==> config.mk <==
export PLATFORM = sky130hd
export DESIGN_NAME = cec_frame_slot_transmitter_unit
export DESIGN_NICKNAME = d
export VERILOG_FILES = /design/src/cfst_pkg.sv /design/src/cfst_ctrl.sv /design/src/cfst_datapath.sv /design/src/cec_frame_slot_transmitter_unit.sv
export SDC_FILE = /design/constraint.sdc
export NUM_CORES = 1
export LEC_CHECK = 0
export ABC_AREA = 1
export BUFFER_PORTS_ARGS = -buffer_cell sky130_fd_sc_hd__buf_2
export CORE_UTILIZATION = 50
export CTS_CLUSTER_DIAMETER = 100
export DETAILED_ROUTE_END_ITERATION = 10
export PLACE_DENSITY_LB_ADDON = 0.05
export SLEW_MARGIN = 40
export SYNTH_ARGS = -nofsm -noshare
export SYNTH_HDL_FRONTEND = slang
export SYNTH_HIERARCHICAL = 1
export SYNTH_SLANG_ARGS = --single-unit
==> constraint.sdc <==
create_clock -name clk -period 4.7 [get_ports clk]
set_clock_uncertainty 0.1 [all_clocks]
set_input_delay 0.47 -clock clk [delete_from_list [all_inputs] [get_ports clk]]
set_output_delay 0.47 -clock clk [all_outputs]
set_load 0.02 [all_outputs]
==> src/cfst_pkg.sv <==
// Shared types, constants and slot-count tables of the CEC frame slot transmitter.
`default_nettype none
package cfst_pkg;

	localparam logic CMD_PUSH = 1'b0;
	localparam logic CMD_TICK = 1'b1;

	localparam int unsigned PHASE_W = 4;
	localparam int unsigned SLOT_W  = 6;

	localparam logic [PHASE_W-1:0] PHASE_START = 4'd0;
	localparam logic [PHASE_W-1:0] PHASE_DATA0 = 4'd1;
	localparam logic [PHASE_W-1:0] PHASE_DATA7 = 4'd8;
	localparam logic [PHASE_W-1:0] PHASE_EOM   = 4'd9;
	localparam logic [PHASE_W-1:0] PHASE_ACK   = 4'd10;

	localparam logic MODE_300US = 1'b0;
	localparam logic MODE_100US = 1'b1;

	typedef enum logic [1:0] {
		KIND_START = 2'd0,
		KIND_ONE   = 2'd1,
		KIND_ZERO  = 2'd2
	} bit_kind_t;

	typedef enum logic [1:0] {
		ST_IDLE = 2'b01,
		ST_SEND = 2'b10
	} state_t;

	// Controller to datapath.
	typedef struct packed {
		logic push;      // write store, bump fill count
		logic start;     // rewind frame position
		logic tick_send; // advance one slot
		logic tick_idle; // release the line
		logic clear;     // frame done: empty the store
	} dp_cmd_t;

	// Datapath to controller.
	typedef struct packed {
		logic store_full;
		logic frame_done; // the current slot is the last of the frame
	} dp_status_t;

	function automatic logic [SLOT_W-1:0] low_slots(input logic mode, input bit_kind_t kind);
		logic [SLOT_W-1:0] n;
		n = 6'd15;
		case (kind)
			KIND_START: n = (mode == MODE_100US) ? 6'd37 : 6'd12;
			KIND_ONE:   n = (mode == MODE_100US) ? 6'd6  : 6'd2;
			default:    n = (mode == MODE_100US) ? 6'd15 : 6'd5;
		endcase
		return n;
	endfunction

	function automatic logic [SLOT_W-1:0] total_slots(input logic mode, input bit_kind_t kind);
		logic [SLOT_W-1:0] n;
		n = 6'd24;
		case (kind)
			KIND_START: n = (mode == MODE_100US) ? 6'd45 : 6'd15;
			default:    n = (mode == MODE_100US) ? 6'd24 : 6'd8;
		endcase
		return n;
	endfunction

endpackage
`default_nettype wire

==> src/cfst_ctrl.sv <==
// Controller state machine of the CEC frame slot transmitter.
`default_nettype none
module cfst_ctrl
	import cfst_pkg::*;
(
	input  wire logic       clk,
	input  wire logic       arst_n,
	input  wire logic       accept,
	input  wire logic       cmd,
	input  wire logic       last_byte,
	input  wire dp_status_t status,
	output dp_cmd_t         dp_cmd,
	output logic            reject,
	output logic            busy_next
);

	state_t state_q, state_d;

	always_comb begin
		state_d = state_q;
		dp_cmd  = '0;
		reject  = 1'b0;
		unique case (state_q)
			ST_IDLE: begin
				if (accept && cmd == CMD_PUSH) begin
					if (status.store_full) begin
						reject = 1'b1;
					end else begin
						dp_cmd.push = 1'b1;
						if (last_byte) begin
							dp_cmd.start = 1'b1;
							state_d      = ST_SEND;
						end
					end
				end else if (accept) begin
					dp_cmd.tick_idle = 1'b1;
				end
			end
			ST_SEND: begin
				if (accept && cmd == CMD_PUSH) begin
					reject = 1'b1;
				end else if (accept) begin
					dp_cmd.tick_send = 1'b1;
					if (status.frame_done) begin
						dp_cmd.clear = 1'b1;
						state_d      = ST_IDLE;
					end
				end
			end
			default: state_d = ST_IDLE;
		endcase
	end

	assign busy_next = (state_d == ST_SEND);

	always_ff @(posedge clk or negedge arst_n) begin
		if (!arst_n) begin
			state_q <= ST_IDLE;
		end else begin
			state_q <= state_d;
		end
	end

endmodule
`default_nettype wire

==> src/cfst_datapath.sv <==
// Datapath of the CEC frame slot transmitter: byte store, frame position and slot counter.
`default_nettype none
module cfst_datapath
	import cfst_pkg::*;
#(
	parameter int unsigned MAX_BYTES = 16
) (
	input  wire logic       clk,
	input  wire logic       arst_n,
	input  wire logic       slot_mode,
	input  wire logic [7:0] data_byte,
	input  wire dp_cmd_t    dp_cmd,
	output dp_status_t      status,
	output logic            level_next
);

	localparam int unsigned BW = (MAX_BYTES > 1) ? $clog2(MAX_BYTES) : 1;
	localparam int unsigned CW = $clog2(MAX_BYTES + 1);

	logic [7:0]         store_q [MAX_BYTES];
	logic [CW-1:0]      loaded_q;
	logic [BW-1:0]      cur_q;
	logic [PHASE_W-1:0] phase_q;
	logic [SLOT_W-1:0]  slot_q;
	logic               level_q;

	bit_kind_t          kind;
	logic [7:0]         cur_data;
	logic [PHASE_W-1:0] bit_sel;
	logic               last_cur;
	logic [SLOT_W-1:0]  slot_inc;
	logic               bit_end;

	assign cur_data = store_q[cur_q];
	assign bit_sel  = PHASE_DATA7 - phase_q;
	assign last_cur = ((CW'(cur_q) + CW'(1)) >= loaded_q);

	always_comb begin
		kind = KIND_ZERO;
		if (phase_q == PHASE_START) begin
			kind = KIND_START;
		end else if (phase_q <= PHASE_DATA7) begin
			kind = cur_data[bit_sel[2:0]] ? KIND_ONE : KIND_ZERO;
		end else if (phase_q == PHASE_EOM) begin
			kind = last_cur ? KIND_ONE : KIND_ZERO;
		end
	end

	assign slot_inc = slot_q + SLOT_W'(1);
	assign bit_end  = (slot_inc >= total_slots(slot_mode, kind));

	assign status.store_full = (loaded_q == CW'(MAX_BYTES));
	assign status.frame_done = bit_end && (phase_q == PHASE_ACK) && last_cur;

	always_comb begin
		level_next = level_q;
		if (dp_cmd.tick_idle) begin
			level_next = 1'b1;
		end else if (dp_cmd.tick_send) begin
			level_next = (slot_q >= low_slots(slot_mode, kind));
		end
	end

	always_ff @(posedge clk) begin
		if (dp_cmd.push) begin
			store_q[loaded_q[BW-1:0]] <= data_byte;
		end
	end

	always_ff @(posedge clk or negedge arst_n) begin
		if (!arst_n) begin
			loaded_q <= '0;
			cur_q    <= '0;
			phase_q  <= PHASE_START;
			slot_q   <= '0;
			level_q  <= 1'b1;
		end else begin
			level_q <= level_next;
			if (dp_cmd.push) begin
				loaded_q <= loaded_q + CW'(1);
			end
			if (dp_cmd.start || dp_cmd.clear) begin
				cur_q   <= '0;
				phase_q <= PHASE_START;
				slot_q  <= '0;
			end else if (dp_cmd.tick_send) begin
				if (bit_end) begin
					slot_q <= '0;
					if (phase_q == PHASE_ACK) begin
						// next byte: skip the start bit
						phase_q <= PHASE_DATA0;
						cur_q   <= cur_q + BW'(1);
					end else begin
						phase_q <= phase_q + PHASE_W'(1);
					end
				end else begin
					slot_q <= slot_inc;
				end
			end
			if (dp_cmd.clear) begin
				loaded_q <= '0;
			end
		end
	end

	a_no_push_full: assert property (@(posedge clk) disable iff (!arst_n)
		dp_cmd.push |-> !status.store_full)
		else $error("push into a full store");

	a_phase_range: assert property (@(posedge clk) disable iff (!arst_n)
		phase_q <= PHASE_ACK)
		else $error("bit phase out of range");

	a_send_pos: assert property (@(posedge clk) disable iff (!arst_n)
		dp_cmd.tick_send |-> (CW'(cur_q) < loaded_q))
		else $error("sending past the loaded bytes");

	a_clear_empties: assert property (@(posedge clk) disable iff (!arst_n)
		(dp_cmd.clear && !dp_cmd.push) |=> (loaded_q == '0) && (phase_q == PHASE_START))
		else $error("frame end did not empty the store");

endmodule
`default_nettype wire

==> src/cec_frame_slot_transmitter_unit.sv <==
// Top level of the CEC frame slot transmitter: config register, controller, datapath, output skid.
//
//  channel  | direction | handshake               | payload
//  ---------+-----------+-------------------------+-------------------------------------
//  input    | in        | in_valid / in_stall     | cmd, data_byte, last_byte
//  output   | out       | out_valid / out_stall   | line_level, busy_res, rejected
//  config   | in        | slot_mode_we            | slot_mode_wdata
//
//  Every accepted word (push or slot tick) is handled in the cycle it is taken and gives one result
//  word, registered in the output register or, when that is held, in the skid entry;
//  one word per cycle sustained while in_stall is low. The limit is the single slot counter step
//  and level pick on the tick path. A two-entry output stage (register plus skid) holds results;
//  in_stall rises only when both entries are full.
//  Reset (arst_n low) empties the store, idles the controller and sets the datapath line level high.
//  The byte store has no reset; only entries below the fill count are ever read.
`default_nettype none
module cec_frame_slot_transmitter_unit
	import cfst_pkg::*;
#(
	parameter int unsigned MAX_BYTES = 16
) (
	input  wire logic       clk,
	input  wire logic       arst_n,
	input  wire logic       slot_mode_we,
	input  wire logic       slot_mode_wdata,
	input  wire logic       in_valid,
	output logic            in_stall,
	input  wire logic       cmd,
	input  wire logic [7:0] data_byte,
	input  wire logic       last_byte,
	output logic            out_valid,
	input  wire logic       out_stall,
	output logic            line_level,
	output logic            busy_res,
	output logic            rejected
);

	logic       slot_mode_q;
	logic       in_accept;
	logic       out_take;
	dp_cmd_t    dp_cmd;
	dp_status_t dp_status;
	logic       reject;
	logic       busy_next;
	logic       level_next;

	// output register and skid entry
	logic       out_valid_q, skid_valid_q;
	logic       out_level_q, out_busy_q, out_rej_q;
	logic       skid_level_q, skid_busy_q, skid_rej_q;
	logic       out_load;

	// Take a new word whenever the skid entry is free.
	assign in_stall  = skid_valid_q;
	assign in_accept = in_valid && !skid_valid_q;
	assign out_take  = out_valid_q && !out_stall;
	assign out_load  = out_take || !out_valid_q;

	always_ff @(posedge clk or negedge arst_n) begin
		if (!arst_n) begin
			slot_mode_q <= MODE_300US;
		end else if (slot_mode_we) begin
			slot_mode_q <= slot_mode_wdata;
		end
	end

	cfst_ctrl u_ctrl (
		.clk       (clk),
		.arst_n    (arst_n),
		.accept    (in_accept),
		.cmd       (cmd),
		.last_byte (last_byte),
		.status    (dp_status),
		.dp_cmd    (dp_cmd),
		.reject    (reject),
		.busy_next (busy_next)
	);

	cfst_datapath #(
		.MAX_BYTES (MAX_BYTES)
	) u_datapath (
		.clk        (clk),
		.arst_n     (arst_n),
		.slot_mode  (slot_mode_q),
		.data_byte  (data_byte),
		.dp_cmd     (dp_cmd),
		.status     (dp_status),
		.level_next (level_next)
	);

	// Valid bits: a fresh result goes to the output register when it is free, else to skid.
	always_ff @(posedge clk or negedge arst_n) begin
		if (!arst_n) begin
			out_valid_q  <= 1'b0;
			skid_valid_q <= 1'b0;
		end else if (out_load) begin
			if (skid_valid_q) begin
				out_valid_q  <= 1'b1;
				skid_valid_q <= 1'b0;
			end else begin
				out_valid_q <= in_accept;
			end
		end else if (in_accept) begin
			skid_valid_q <= 1'b1;
		end
	end

	// Payload: advance skid into the output register, or capture the new result.
	always_ff @(posedge clk) begin
		if (out_load) begin
			if (skid_valid_q) begin
				out_level_q <= skid_level_q;
				out_busy_q  <= skid_busy_q;
				out_rej_q   <= skid_rej_q;
			end else begin
				out_level_q <= level_next;
				out_busy_q  <= busy_next;
				out_rej_q   <= reject;
			end
		end else if (in_accept) begin
			skid_level_q <= level_next;
			skid_busy_q  <= busy_next;
			skid_rej_q   <= reject;
		end
	end

	assign out_valid  = out_valid_q;
	assign line_level = out_level_q;
	assign busy_res   = out_busy_q;
	assign rejected   = out_rej_q;

	a_skid_order: assert property (@(posedge clk) disable iff (!arst_n)
		skid_valid_q |-> out_valid_q)
		else $error("skid entry filled ahead of output register");

	a_reject_push: assert property (@(posedge clk) disable iff (!arst_n)
		(in_accept && cmd == CMD_TICK) |-> !reject)
		else $error("tick flagged as rejected");

	a_busy_push: assert property (@(posedge clk) disable iff (!arst_n)
		(in_accept && cmd == CMD_PUSH && dp_cmd.push && last_byte) |-> busy_next)
		else $error("last byte did not start a frame");

endmodule
`default_nettype wire
Yosys cells after proc, flatten, opt, wreduce, memory -nomap -nowiden
Memories as Yosys holds them, arrays and structs flattened.
Index checks and enable logic that the tools add are counted.
- register bits: 31
- memory bits (writable): 128
- input port bits: 16
- output and inout port bits: 5
- word-level logic and storage cells: 118
- memories: 1
- memory list (memory ; depth ; bits a word ; rd ports ; clocked after Yosys merged registers in ; wr ports ; line ; text):
    u_datapath.store_q ; 16 ; 8 ; 1 ; 0 ; 1 ; cfst_datapath.sv:20 ; logic [7:0] store_q [MAX_BYTES];
- add/sub/neg operators: 6
- order comparisons: 5
- equality and inequality tests: 7
- muxes and demuxes: 62
- bitwise operators: 2
- reductions and logical operators: 20
- operator list (kind ; count):
    two-way mux 6 bit ; 8
    two-way mux 4 bit ; 9
    two-way mux 2 bit ; 14
    two-way mux 1 bit ; 23
    two-way mux 5 bit ; 3
    >= comparator 6 bit ; 2
    case mux 6 bit (2 select lines) ; 1
    nonzero test 2 bit ; 5
    adder 4 x 1 -> 4 bit (second input constant) ; 2
    equality test 4 bit (second input constant) ; 2
    adder 6 x 1 -> 6 bit (second input constant) ; 1
    adder 4 x 1 -> 5 bit (second input constant) ; 1
    adder 5 x 1 -> 5 bit (second input constant) ; 1
    equality test 5 bit (second input constant) ; 1
    >= comparator 5 bit ; 1
    logical AND 1 bit ; 5
    equality test 2 x 1 -> 1 bit (second input constant) ; 2
    equality test 2 bit (second input constant) ; 2
    <= comparator 4 bit (second input constant) ; 1
    zero test 4 bit ; 1
    less-than comparator 3 x 4 -> 1 bit (second input constant) ; 1
    case mux 2 bit (2 select lines) ; 1
    AND reduction 2 bit ; 2
    binary-select mux 1 bit (select 3 bit) ; 1
    8 further kinds ; 12

Depth between registers and ports, before layout
Gate-level depths: netlist of the first run.
- depth in word-level cells: 18
- depth in mapped cells: 24
- mapped depth without buffers: 22

Hierarchy
Netlist of the first run, hierarchy kept.
- modules (own cells, without submodules) (module ; times used ; cells an instance ; area an instance (um2) ; seq. area each (um2)):
    cfst_datapath ; 1 ; 695 ; 7109.3 ; 4345.4
    cec_frame_slot_transmitter_unit ; 1 ; 30 ; 334.1 ; 255.2
    cfst_ctrl ; 1 ; 35 ; 216.5 ; 51.3

Worst setup path after synthesis of the first run
OpenSTA, ideal clock, no wires.
- path type: register to register
- start: register u_datapath.phase_q[0]
- end: register u_datapath.cur_q[2]
- library setup time: 0.076 ns
- arrival time: 3.243 ns
- data required time: 4.524 ns
- setup slack: 1.280 ns
- cell stages (with the launch flop): 22
- path buffers: 0
- period minus slack after synthesis: 3.420 ns
- cells stage by stage: dfrtp_1 -> inv_1 -> ha_1 -> nand2_1 -> nor2_1 -> inv_1 -> nor2_1 -> inv_1 -> ha_1 -> a21oi_1 -> o2111ai_2 -> nand3_1 -> inv_1 -> nand3_1 -> nor2_2 -> nor2_2 -> inv_1 -> nor2_1 -> nor2_4 -> nand2_4 -> nand2_1 -> o21ai_1
- RTL lines (item ; line ; text):
    start, declared ; cfst_datapath.sv:23 ; logic [PHASE_W-1:0] phase_q;
    start signal, assigned ; cfst_datapath.sv:94 ; phase_q <= phase_q + PHASE_W'(1);
    end signal, assigned ; cfst_datapath.sv:92 ; cur_q <= cur_q + BW'(1);
    end, declared ; cfst_datapath.sv:22 ; logic [BW-1:0] cur_q;

==> impl_metrics.csv, run 1 <==
group,metric,value,unit
outcome,outcome,"finished, final reports clean",
critical_path,cp-end-kind,"flip-flop",
worst_hold_path,min-delay-start,"slot_mode_wdata",
floorplan,design.portCount,21,
routing,drc_errors,0,
floorplan,core.rowCount,44,
floorplan,die-area,15820,um^2
routing,detail_route.wirelength,17130,um
layout,numnets_final,822,
layout,mostFrequentLayoutCell,"sky130_fd_sc_hd__nand2_1",
yosys,synthDistinctLibCells,42,
grt,initial_antenna_violation_count,0,
timing,slew_viol_final,0,
layout,insertedDiodeCount,0,
clocking,cts_buffer_depth,2,
routing,routed_via_density,5.351,
critical_path,critPathArrivalTime,4510,ps
critical_path,critical_path.cell_chain,"inv_1, ha_1, nand2_1, nor2_1, inv_1, nor2_1, inv_1, ha_1, a21oi_1, o2111ai_2, nand3_1, inv_1, nand3_1, nor2_2, nor2_2, inv_1, nor2_2, nor2_4, inv_2, nand2_1, o21ai_1",
timing,max_freq,234.3,MHz
clocking,htree_levels,4,
critical_path,critical_path_peak_fanout,9,
critical_path,critPathRequiredTime,4940,ps
place,buffer_ports.inserted,20,
layout,post_route_cells_drive_above_1_share,11.11,%
timing,final_number_of_hold_violating_endpoints,0,
routing,dr_total_vias,5223,
critical_path,critical_path.reg2reg.startpoint,"u_datapath/phase_q[0]$_DFFE_PN0P_",
timing,timing_worst_slew_pin_value,896.9,ps
power,power.static_leakage,0.003565,uW
yosys,synth_top_area_cell,"sky130_fd_sc_hd__edfxtp_1",
yosys,syn_area,7660,um^2
power,pwr_density_cell,436.2,nW/um^2
layout,multi_input_comb_area,2422,um^2
yosys,post_synth_inst_count,760,
clocking,clock_sink_count,159,
timing,min_period_over_period,90.81,%
worst_hold_path,min-delay-path-class,"input port to flip-flop",
routing,drt_pre_antenna_iters,5,
critical_path,crit_slowest_cell,"sky130_fd_sc_hd__dfrtp_1",
clocking,tritoncts,"built",
grt,grtUsageTotal,23.23,%
floorplan,die_width,125.8,um
timing,layout_min_cycle_time,4268,ps
layout,n_fill_cell,1233,
critical_path,timing.setup.critical_path_class,"flip-flop to flip-flop",
yosys,postSynth.asyncResetShare,15.72,%
grt,first_global_vias,4910,
timing,finalSetupTns,0,ps
clocking,cts-root-buf,"sky130_fd_sc_hd__clkbuf_16",
clocking,worstSkewPairLatency,420,ps
layout,postLayoutCoreUtil,57.65,%
yosys,post_synth_main_area_contributors,"sky130_fd_sc_hd__edfxtp_1 53%, sky130_fd_sc_hd__nand2_1 8.4%, sky130_fd_sc_hd__dfrtp_1 7.5%",
floorplan,start_util,51.92,%
routing,ant_nets,0,
yosys,synth_top_area_share,52.53,%
critical_path,timing.critical_path.mode_cell,"sky130_fd_sc_hd__inv_1",
grt,largest_net_degree_at_the_start_of_global_routing,64,
clocking,cts_made_buffers,17,
critical_path,cp-startpoint,"u_datapath/phase_q[0]$_DFFE_PN0P_",
clocking,post-cts-setup-buffer-count,0,
timing,setup_repair_after_global_routing_missed_its_margin,"no",
layout,sequential_cell_area,4653,um^2
routing,detail_route.iter0.violations,516,
clocking,clkSlewWorstSetupHoldPaths,60,ps
timing,finalSetupViolCount,0,
yosys,synth.avg_cell_area,10.08,um^2
place,detailed_place_hpwl,10830,um
grt,grt_pass1_wl,27540,um
yosys,edff_count_synth,134,
power,vdd.ir_drop.worst,0.0002895,V
routing,route.detailed.wl_per_inst,17.55,um
yosys,dominantRegCellSynth,"sky130_fd_sc_hd__edfxtp_1",
yosys,yosysSeqAreaShare,60.73,%
job,max_cap_violations,0,
place,finalWeightedCongestion,0.8784,
yosys,yosysWarnings,6,
critical_path,cpPeakStageDelay,490,ps
floorplan,placeable_core_region,14750,um^2
layout,syn2layout_area_growth,11.04,%
critical_path,crit_path_start_kind,"flip-flop",
grt,grt_overflow_total,0,
layout,mostFrequentLayoutCells,"172 x sky130_fd_sc_hd__nand2_1, 134 x sky130_fd_sc_hd__edfxtp_1, 107 x sky130_fd_sc_hd__inv_1",
yosys,mappedNetlistNets,803,
timing,slew_headroom,39.99,%
floorplan,die_y,125.8,um
yosys,register_bit_count_reported_by_yosys,159,
## flip-flops by register name, summed over array words and instances, names as in the netlist
name / cells
in_stall: 1
line_level: 1
skid_level_q: 1
u_datapath/phase_q: 4
skid_rej_q: 1
busy_res: 1
u_datapath/slot_q: 6
u_datapath/cur_q: 4
slot_mode_q: 1
skid_busy_q: 1
u_datapath/level_q: 1
rejected: 1
u_datapath/store_q: 128
u_ctrl/state_q: 2
out_valid: 1
u_datapath/loaded_q: 5
## report_power, final
group / internal, uW / leakage (uW) / switching, uW
clock: 901 / 0.000293 / 540
sequential: 1580 / 0.00151 / 63.6
combinational: 234 / 0.00176 / 391
total: 2720 / 0.00356 / 995
## logic make-up (layout without fill, tap and decap cells)
group	count (synthesis)	count (layout)	share of synthesized area, %
fa+ha+maj	27	27	4.410
buf+inv	138	170	7.906
simple gates	369	369	21.14
xor+xnor	8	8	0.9148
compound gates	59	59	4.900
flops	159	159	60.73
## layout make-up
cell class	count	area share [%]
sequential	159	54.71
clock buffer	21	5.296
inverter	112	4.972
clock inverter	11	1.956
multi-input combinational	463	28.48
timing repair buffer	26	1.883
tap	184	2.707
## cells in the mapped netlist, types with 3 or more instances
master and count:
sky130_fd_sc_hd__xor2_1 7, sky130_fd_sc_hd__ha_1 27, sky130_fd_sc_hd__o21ai_0 9, sky130_fd_sc_hd__nand3_1 102
sky130_fd_sc_hd__buf_4 5, sky130_fd_sc_hd__o21ai_1 12, sky130_fd_sc_hd__buf_2 11, sky130_fd_sc_hd__nor3_1 4
sky130_fd_sc_hd__clkbuf_1 3, sky130_fd_sc_hd__or2_0 12, sky130_fd_sc_hd__nand4_1 3, sky130_fd_sc_hd__nor2_1 60
sky130_fd_sc_hd__a21oi_1 9, sky130_fd_sc_hd__o21ai_2 4, sky130_fd_sc_hd__buf_6 7, sky130_fd_sc_hd__dfrtp_1 23
sky130_fd_sc_hd__nand3_2 3, sky130_fd_sc_hd__o211ai_1 11, sky130_fd_sc_hd__nand2_1 172, sky130_fd_sc_hd__nor2_2 5
sky130_fd_sc_hd__edfxtp_1 134, sky130_fd_sc_hd__inv_2 3, sky130_fd_sc_hd__inv_1 107, sky130_fd_sc_hd__o22ai_1 3
sky130_fd_sc_hd__o21a_1 3
## metrics by stage
stage | worst slack [ps] | area, um^2 | hold WS (ps) | power (uW) | instances
5_1_grt | 48.30 | 8506 | 181.5 | 3891 | 976
2_1_floorplan | 1280 | 7660 | 74.41 | 2120 | 760
3_3_place_gp | 413.2 | 7859 | 382.6 | 2276 | 943
3_5_place_dp | 410.9 | 7864 | 378.2 | 2288 | 943
4_1_cts | 342.7 | 8491 | 151.0 | 3728 | 976
6_report | 431.8 | 8506 | 159.7 | 3710 | 976
## layer usage
layer  wire length [um]  global-route usage [%]  vias up
met5                  0                       0        -
met4                260                   8.150        0
met3               1028                   3.611       21
met2               8014                   35.85      184
met1               7825                   33.66     2454
li1                   -                       -     2564
## critical path: cells and delay by family, from the launching register on
family                   cells  cell delay (ps)
AND/OR/NAND/NOR             10             1680
AO/OA/AOI/OAI                3              500
flip-flops                   1              490
adder cells (fa/ha/maj)      2              530
buffers and inverters        6              870
## worst paths after layout
path	endpoint	slack (ps)	cells after the start
max	u_datapath/phase_q[0]$_DFFE_PN0P_	430	21
min in group asynchronous	u_datapath/slot_q[5]$_DFFE_PN0P_	500	2
min reg2reg	u_datapath/loaded_q[4]$_DFFE_PN0P_	390	1
max in group asynchronous	u_datapath/cur_q[0]$_DFFE_PN0P_	3550	2
max reg2reg	u_datapath/phase_q[0]$_DFFE_PN0P_	430	21
min	slot_mode_q$_DFFE_PN0P_	160	3
## what timing repair did
| item | CTS | global route |
|---|---|---|
| hold buffers | 1 | 0 |
| gates resized for setup | 0 | 1 |
| endpoints found under the setup margin | 0 | 9 |
| hold endpoints to repair | 23 | 0 |
Note: power is estimated with default switching activity, not from simulation.
==> run 2: changes to the inputs <==
==> constraint.sdc (replaced) <==
create_clock -name clk -period 5.44 [get_ports clk]
set_clock_uncertainty 0.1 [all_clocks]
set_input_delay 0.544 -clock clk [delete_from_list [all_inputs] [get_ports clk]]
set_output_delay 0.544 -clock clk [all_outputs]
set_load 0.02 [all_outputs]
==> run 2 against run 1 <==
Flip-flop and latch count did not move. Register-to-register slack improved by 940 ps. Worst setup slack improved by 940 ps. Sequential share of layout area rose by 0.38 points. Worst hold slack got worse by 140 ps. Cell count fell by 0.31%. Count of clock-buffer cells in the layout fell by 2. Wire length fell by 4.2%. Critical endpoint is now u_datapath/cur_q[2]$_DFFE_PN0P_. First-iteration DRC count fell by 7.9%.
==> impl_metrics.csv, run 2 (synthesized netlist as in run 1, its figures left out) <==
group,metric,value,unit
layout,n_fill_cell,1229,
timing,timing_worst_slew_pin_value,842.3,ps
clocking,cts_hold_buffers,0,
critical_path,crit_path_start_kind,"flip-flop",
critical_path,timing.critical_path.mode_cell,"sky130_fd_sc_hd__inv_1",
critical_path,crit_slowest_cell,"sky130_fd_sc_hd__dfrtp_1",
clocking,clkSlewWorstSetupHoldPaths,60,ps
clocking,post-cts-setup-buffer-count,0,
clocking,htree_levels,4,
floorplan,design.portCount,21,
routing,route.detailed.wl_per_inst,16.87,um
floorplan,start_util,51.92,%
timing,finalSetupTns,0,ps
grt,use_met2,34.58,%
place,detailed_place_hpwl,10490,um
floorplan,die_y,125.8,um
timing,setup_repair_after_global_routing_missed_its_margin,"no",
clocking,cts_made_buffers,17,
timing,layout_min_cycle_time,4070,ps
floorplan,placeable_core_region,14750,um^2
timing,finalSetupViolCount,0,
critical_path,critPathArrivalTime,4320,ps
power,power.static_leakage,0.003539,uW
grt,initial_antenna_violation_count,0,
clocking,worstSkewPairLatency,420,ps
power,power,3145,uW
place,finalWeightedCongestion,0.9019,
grt,grtUsageTotal,22.22,%
grt,grt_util_met1,31.18,%
critical_path,critical_path_peak_fanout,9,
critical_path,critPathBufInv,5,
floorplan,core.rowCount,44,
floorplan,die_width,125.8,um
timing,final_number_of_hold_violating_endpoints,0,
layout,mostFrequentLayoutCell,"sky130_fd_sc_hd__nand2_1",
timing,slew_headroom,43.64,%
timing,max_freq,245.7,MHz
layout,postLayoutCoreUtil,57.25,%
clocking,tritoncts,"built",
outcome,outcome,"finished, final reports clean",
grt,first_global_vias,5068,
critical_path,cpPeakStageDelay,480,ps
clocking,cts_buffer_depth,2,
layout,largest_register_ff_count,128,
layout,mostFrequentLayoutCells,"172 x sky130_fd_sc_hd__nand2_1, 134 x sky130_fd_sc_hd__edfxtp_1, 107 x sky130_fd_sc_hd__inv_1",
grt,busiest_layer,"met2",
worst_hold_path,min-delay-path-class,"input port to async pin",
grt,largest_net_degree_at_the_start_of_global_routing,67,
power,vdd.ir_drop.worst,0.0002187,V
grt,grt_overflow_total,0,
clocking,clock_sink_count,159,
timing,slew_viol_final,0,
critical_path,critPathRequiredTime,5690,ps
layout,numnets_final,819,
layout,syn2layout_area_growth,10.27,%
critical_path,critical_path.cell_chain,"inv_1, ha_1, nand2_1, nor2_1, inv_1, nor2_1, inv_1, ha_1, a21oi_1, o2111ai_2, nand3_1, inv_1, nand3_1, nor2_2, nor2_2, inv_1, nor2_1, nor2_4, nand2_4, nand2_1, o21ai_1",
job,max_cap_violations,0,
routing,drc_errors,0,
clocking,cts-root-buf,"sky130_fd_sc_hd__clkbuf_16",
power,pwr_density_cell,372.3,nW/um^2
critical_path,cp-end-kind,"flip-flop",
routing,routed_via_density,5.282,
routing,drt_pre_antenna_iters,5,
critical_path,top_delay_family_on_crit_path,"simple AND/OR/NAND/NOR gates",
routing,dr_total_vias,5139,
place,place_worst_setup_slack,1409,ps
routing,ant_nets,0,
routing,detail_route.wirelength,16410,um
layout,post_route_cells_drive_above_1_share,10.90,%
floorplan,die-area,15820,um^2
timing,min_period_over_period,74.81,%
grt,grt_pass1_wl,26480,um
critical_path,timing.setup.critical_path_class,"flip-flop to flip-flop",
place,buffer_ports.inserted,20,
grt,gr-usage-met3,3.951,%
clocking,cts_repair_resize_count,0,
timing,fin_ws,1370,ps
routing,detail_route.iter0.violations,475,
layout,insertedDiodeCount,0,
-- run 2: report_power, final --
group,internal (uW),total (uW),switching (uW)
registers,1370,1420,52.8
clock network,723,1200,478
logic,199,525,327
total,2290,3140,858
-- run 2: cell type report --
type	count	area (um^2)	area share, %
sequential	159	4653	55.09
clock buffer	19	432.9	5.125
timing repair buffer	23	122.6	1.452
clock inverter	13	162.7	1.926
multi-input combinational	463	2422	28.68
tap	184	230.2	2.726
inverter	112	422.9	5.007
-- run 2: worst paths after layout --
path	startpoint	endpoint	slack [ps]	cells after the start
setup / recovery	u_datapath/phase_q[0]$_DFFE_PN0P_	u_datapath/cur_q[2]$_DFFE_PN0P_	1370	21
setup reg to reg	u_datapath/phase_q[0]$_DFFE_PN0P_	u_datapath/cur_q[2]$_DFFE_PN0P_	1370	21
hold / removal	arst_n	u_datapath/slot_q[5]$_DFFE_PN0P_	20	1
max in group asynchronous	arst_n	u_datapath/cur_q[0]$_DFFE_PN0P_	4790	1
min in group clk	slot_mode_wdata	slot_mode_q$_DFFE_PN0P_	220	3
hold reg to reg	u_datapath/loaded_q[4]$_DFFE_PN0P_	u_datapath/loaded_q[4]$_DFFE_PN0P_	390	1
-- run 2: through the flow --
step                instance area (um^2)  hold WS (ps)  cells
floorplan                           7660         148.4    760
global placement                    7831         377.0    941
detailed placement                  7836         379.1    941
CTS                                 8432         44.80    973
global route                        8447         58.23    973
finish                              8447         15.97    973
-- run 2: metal layers --
metal  wire, um  vias up
met5          0        -
met4        324        0
met3        802       22
met2       7592      119
met1       7690     2445
li1           -     2553
==> run 3: changes to the inputs <==
==> constraint.sdc (replaced) <==
create_clock -name clk -period 4.2 [get_ports clk]
set_clock_uncertainty 0.1 [all_clocks]
set_input_delay 0.42 -clock clk [delete_from_list [all_inputs] [get_ports clk]]
set_output_delay 0.42 -clock clk [all_outputs]
set_load 0.02 [all_outputs]
==> run 3 against run 2 <==
Sequential power rose by 28%. Clock power rose by 33%. Core utilization rose by 0.60 points. Critical path depth fell by 1. Sequential share of layout area fell by 0.57 points. Fmax rose by 7.3%. First-iteration DRC count fell by 7.8%. Via count rose by 1.2%. Cell count rose by 0.82%. Flip-flop and latch count did not move. Worst hold slack improved by 81 ps. Wire length rose by 1.4%. Largest power group unchanged. Highest routed layer unchanged.
==> impl_metrics.csv, run 3 (synthesized netlist as in run 1, its figures left out) <==
group,metric,value,unit
outcome,outcome,"finished, final reports clean",
layout,mostFrequentLayoutCell,"sky130_fd_sc_hd__nand2_1",
critical_path,critical_path_peak_fanout,8,
power,power,4134,uW
critical_path,timing.setup.critical_path_class,"flip-flop to flip-flop",
routing,drc_errors,0,
floorplan,die_width,125.8,um
routing,dr_total_vias,5201,
worst_hold_path,min-delay-path-class,"input port to flip-flop",
critical_path,crit_path_start_kind,"flip-flop",
timing,timing_worst_slew_pin_value,857.6,ps
power,vdd.ir_drop.worst,0.0002937,V
routing,detail_route.iter0.violations,438,
routing,ant_nets,0,
timing,finalSetupTns,0,ps
clocking,clkSlewWorstSetupHoldPaths,70,ps
clocking,cts_buffer_depth,2,
power,net-switching-power,1151,uW
critical_path,timing.critical_path.mode_cell,"sky130_fd_sc_hd__nand2_1",
power,p_comb_share,17.4,%
routing,drt_pre_antenna_iters,5,
power,seq_power_share,44.1,%
timing,final_number_of_hold_violating_endpoints,0,
grt,initial_antenna_violation_count,0,
layout,post_route_cells_drive_above_1_share,11.17,%
floorplan,core.rowCount,44,
grt,largest_net_degree_at_the_start_of_global_routing,65,
critical_path,critPathRequiredTime,4280,ps
clocking,post-cts-setup-buffer-count,0,
floorplan,die_y,125.8,um
timing,min_period_over_period,90.35,%
timing,setup_repair_after_global_routing_missed_its_margin,"no",
power,p_int,2982,uW
layout,numnets_final,827,
floorplan,die-area,15820,um^2
critical_path,crit_slowest_cell,"sky130_fd_sc_hd__dfrtp_2",
critical_path,critPathArrivalTime,3870,ps
place,buffer_ports.inserted,20,
clocking,htree_levels,4,
timing,finalSetupViolCount,0,
routing,route.detailed.wl_per_inst,16.96,um
routing,routed_metal_1_wirelength,7947,um
grt,grt_overflow_total,0,
layout,n_fill_cell,1265,
critical_path,critPathBufInv,1,
clocking,clock_sink_count,159,
routing,length_of_routed_met2_wiring,7756,um
routing,routed_via_density,5.302,
grt,grtUsageTotal,22.46,%
layout,syn2layout_area_growth,11.43,%
layout,largest_register_ff_count,128,
floorplan,start_util,51.92,%
routing,top_layer_used,"met4",
layout,insertedDiodeCount,0,
job,max_cap_violations,0,
power,pwr_density_cell,484.3,nW/um^2
timing,slew_viol_final,0,
clocking,tritoncts,"built",
critical_path,top_delay_family_on_crit_path,"compound AO/OA/AOI/OAI gates",
layout,mostFrequentLayoutCells,"172 x sky130_fd_sc_hd__nand2_1, 134 x sky130_fd_sc_hd__edfxtp_1, 107 x sky130_fd_sc_hd__inv_1",
power,power.static_leakage,0.003585,uW
power,clock_power_share,38.5,%
routing,detail_route.wirelength,16640,um
floorplan,design.portCount,21,
timing,max_freq,263.5,MHz
place,finalWeightedCongestion,0.8705,
grt,grt_pass1_wl,26500,um
critical_path,r2r_setup_slack,410,ps
clocking,cts-root-buf,"sky130_fd_sc_hd__clkbuf_16",
critical_path,cp-end-kind,"flip-flop",
timing,slew_headroom,42.62,%
grt,first_global_vias,5010,
critical_path,cpPeakStageDelay,500,ps
floorplan,placeable_core_region,14750,um^2
clocking,cts_made_buffers,17,
place,detailed_place_hpwl,10770,um
power,p_sw_share,27.85,%
clocking,worstSkewPairLatency,420,ps
critical_path,critical_path.cell_chain,"ha_1, ha_1, o21a_1, o21a_1, o21ai_0, nand2_1, a21oi_1, inv_1, nand2_1, nand2_2, o21ai_2, ha_1, a21boi_0, o21a_1, o21ai_0, a21boi_0, o21ai_0, nand3b_1, nand2_1, nand2_1",
timing,layout_min_cycle_time,3795,ps
routing,route.met3.wl,622,um
-- run 3: area by class of cell --
class | count | area, um^2 | share of cell area, %
clock buffers | 17 | 425.4 | 4.984
clock inverters | 15 | 183.9 | 2.155
inverters | 112 | 422.9 | 4.955
multi-input cells | 463 | 2410 | 28.23
flip-flops and latches | 159 | 4653 | 54.51
well taps | 184 | 230.2 | 2.697
repair buffers | 31 | 210.2 | 2.463
-- run 3: worst paths after layout --
check,startpoint,to,depth (start not counted)
worst min register to register,u_datapath/loaded_q[4]$_DFFE_PN0P_,u_datapath/loaded_q[4]$_DFFE_PN0P_,1
worst max-delay path,u_datapath/cur_q[0]$_DFFE_PN0P_,line_level$_DFFE_PP_,20
min in group asynchronous,arst_n,u_datapath/slot_q[5]$_DFFE_PN0P_,2
max in group asynchronous,arst_n,u_datapath/cur_q[0]$_DFFE_PN0P_,2
worst max register to register,u_datapath/cur_q[0]$_DFFE_PN0P_,line_level$_DFFE_PP_,20
worst min-delay path,slot_mode_wdata,slot_mode_q$_DFFE_PN0P_,3
-- run 3: per-layer routing --
layer	vias up	GRT usage, %
met1	2494	31.02
met2	106	35.69
met4	0	8.646
li1	2574	-
met5	-	0
met3	27	3.908
-- run 3: power by group through the flow --
stage	registers (uW)	clock network (uW)	logic, uW
2_1_floorplan	1860	0	516
3_3_place_gp	1850	0	685
3_5_place_dp	1860	0	717
4_1_cts	1820	1620	720
5_1_grt	1830	1680	835
6_report	1820	1590	717
-- run 3: tightest hold or removal path, cell delays in order --
cell	delay, ps
sky130_fd_sc_hd__buf_2	70
sky130_fd_sc_hd__nand2_1	40
sky130_fd_sc_hd__nand2_1	50
-- run 3: per-stage QoR --
| stage | instances | instance area, um^2 | utilization (%) | setup WS, ps | hold slack (ps) |
|---|---|---|---|---|---|
| floorplan | 760 | 7660 | - | 780.3 | 24.41 |
| global placement | 948 | 7909 | 53.60 | 457.4 | 361.1 |
| detailed placement | 948 | 7909 | 53.60 | 330.9 | 372.9 |
| CTS | 981 | 8528 | 57.80 | 306.4 | 83.09 |
| global route | 981 | 8536 | 57.85 | 15.28 | 113.6 |
| finish | 981 | 8536 | 57.85 | 405.4 | 96.53 |
-- run 3: timing repair --
action | in CTS | in global routing
setup endpoints to repair | 0 | 11
gates resized for setup | 0 | 1
hold buffers | 1 | 0
hold endpoints to repair | 23 | 0
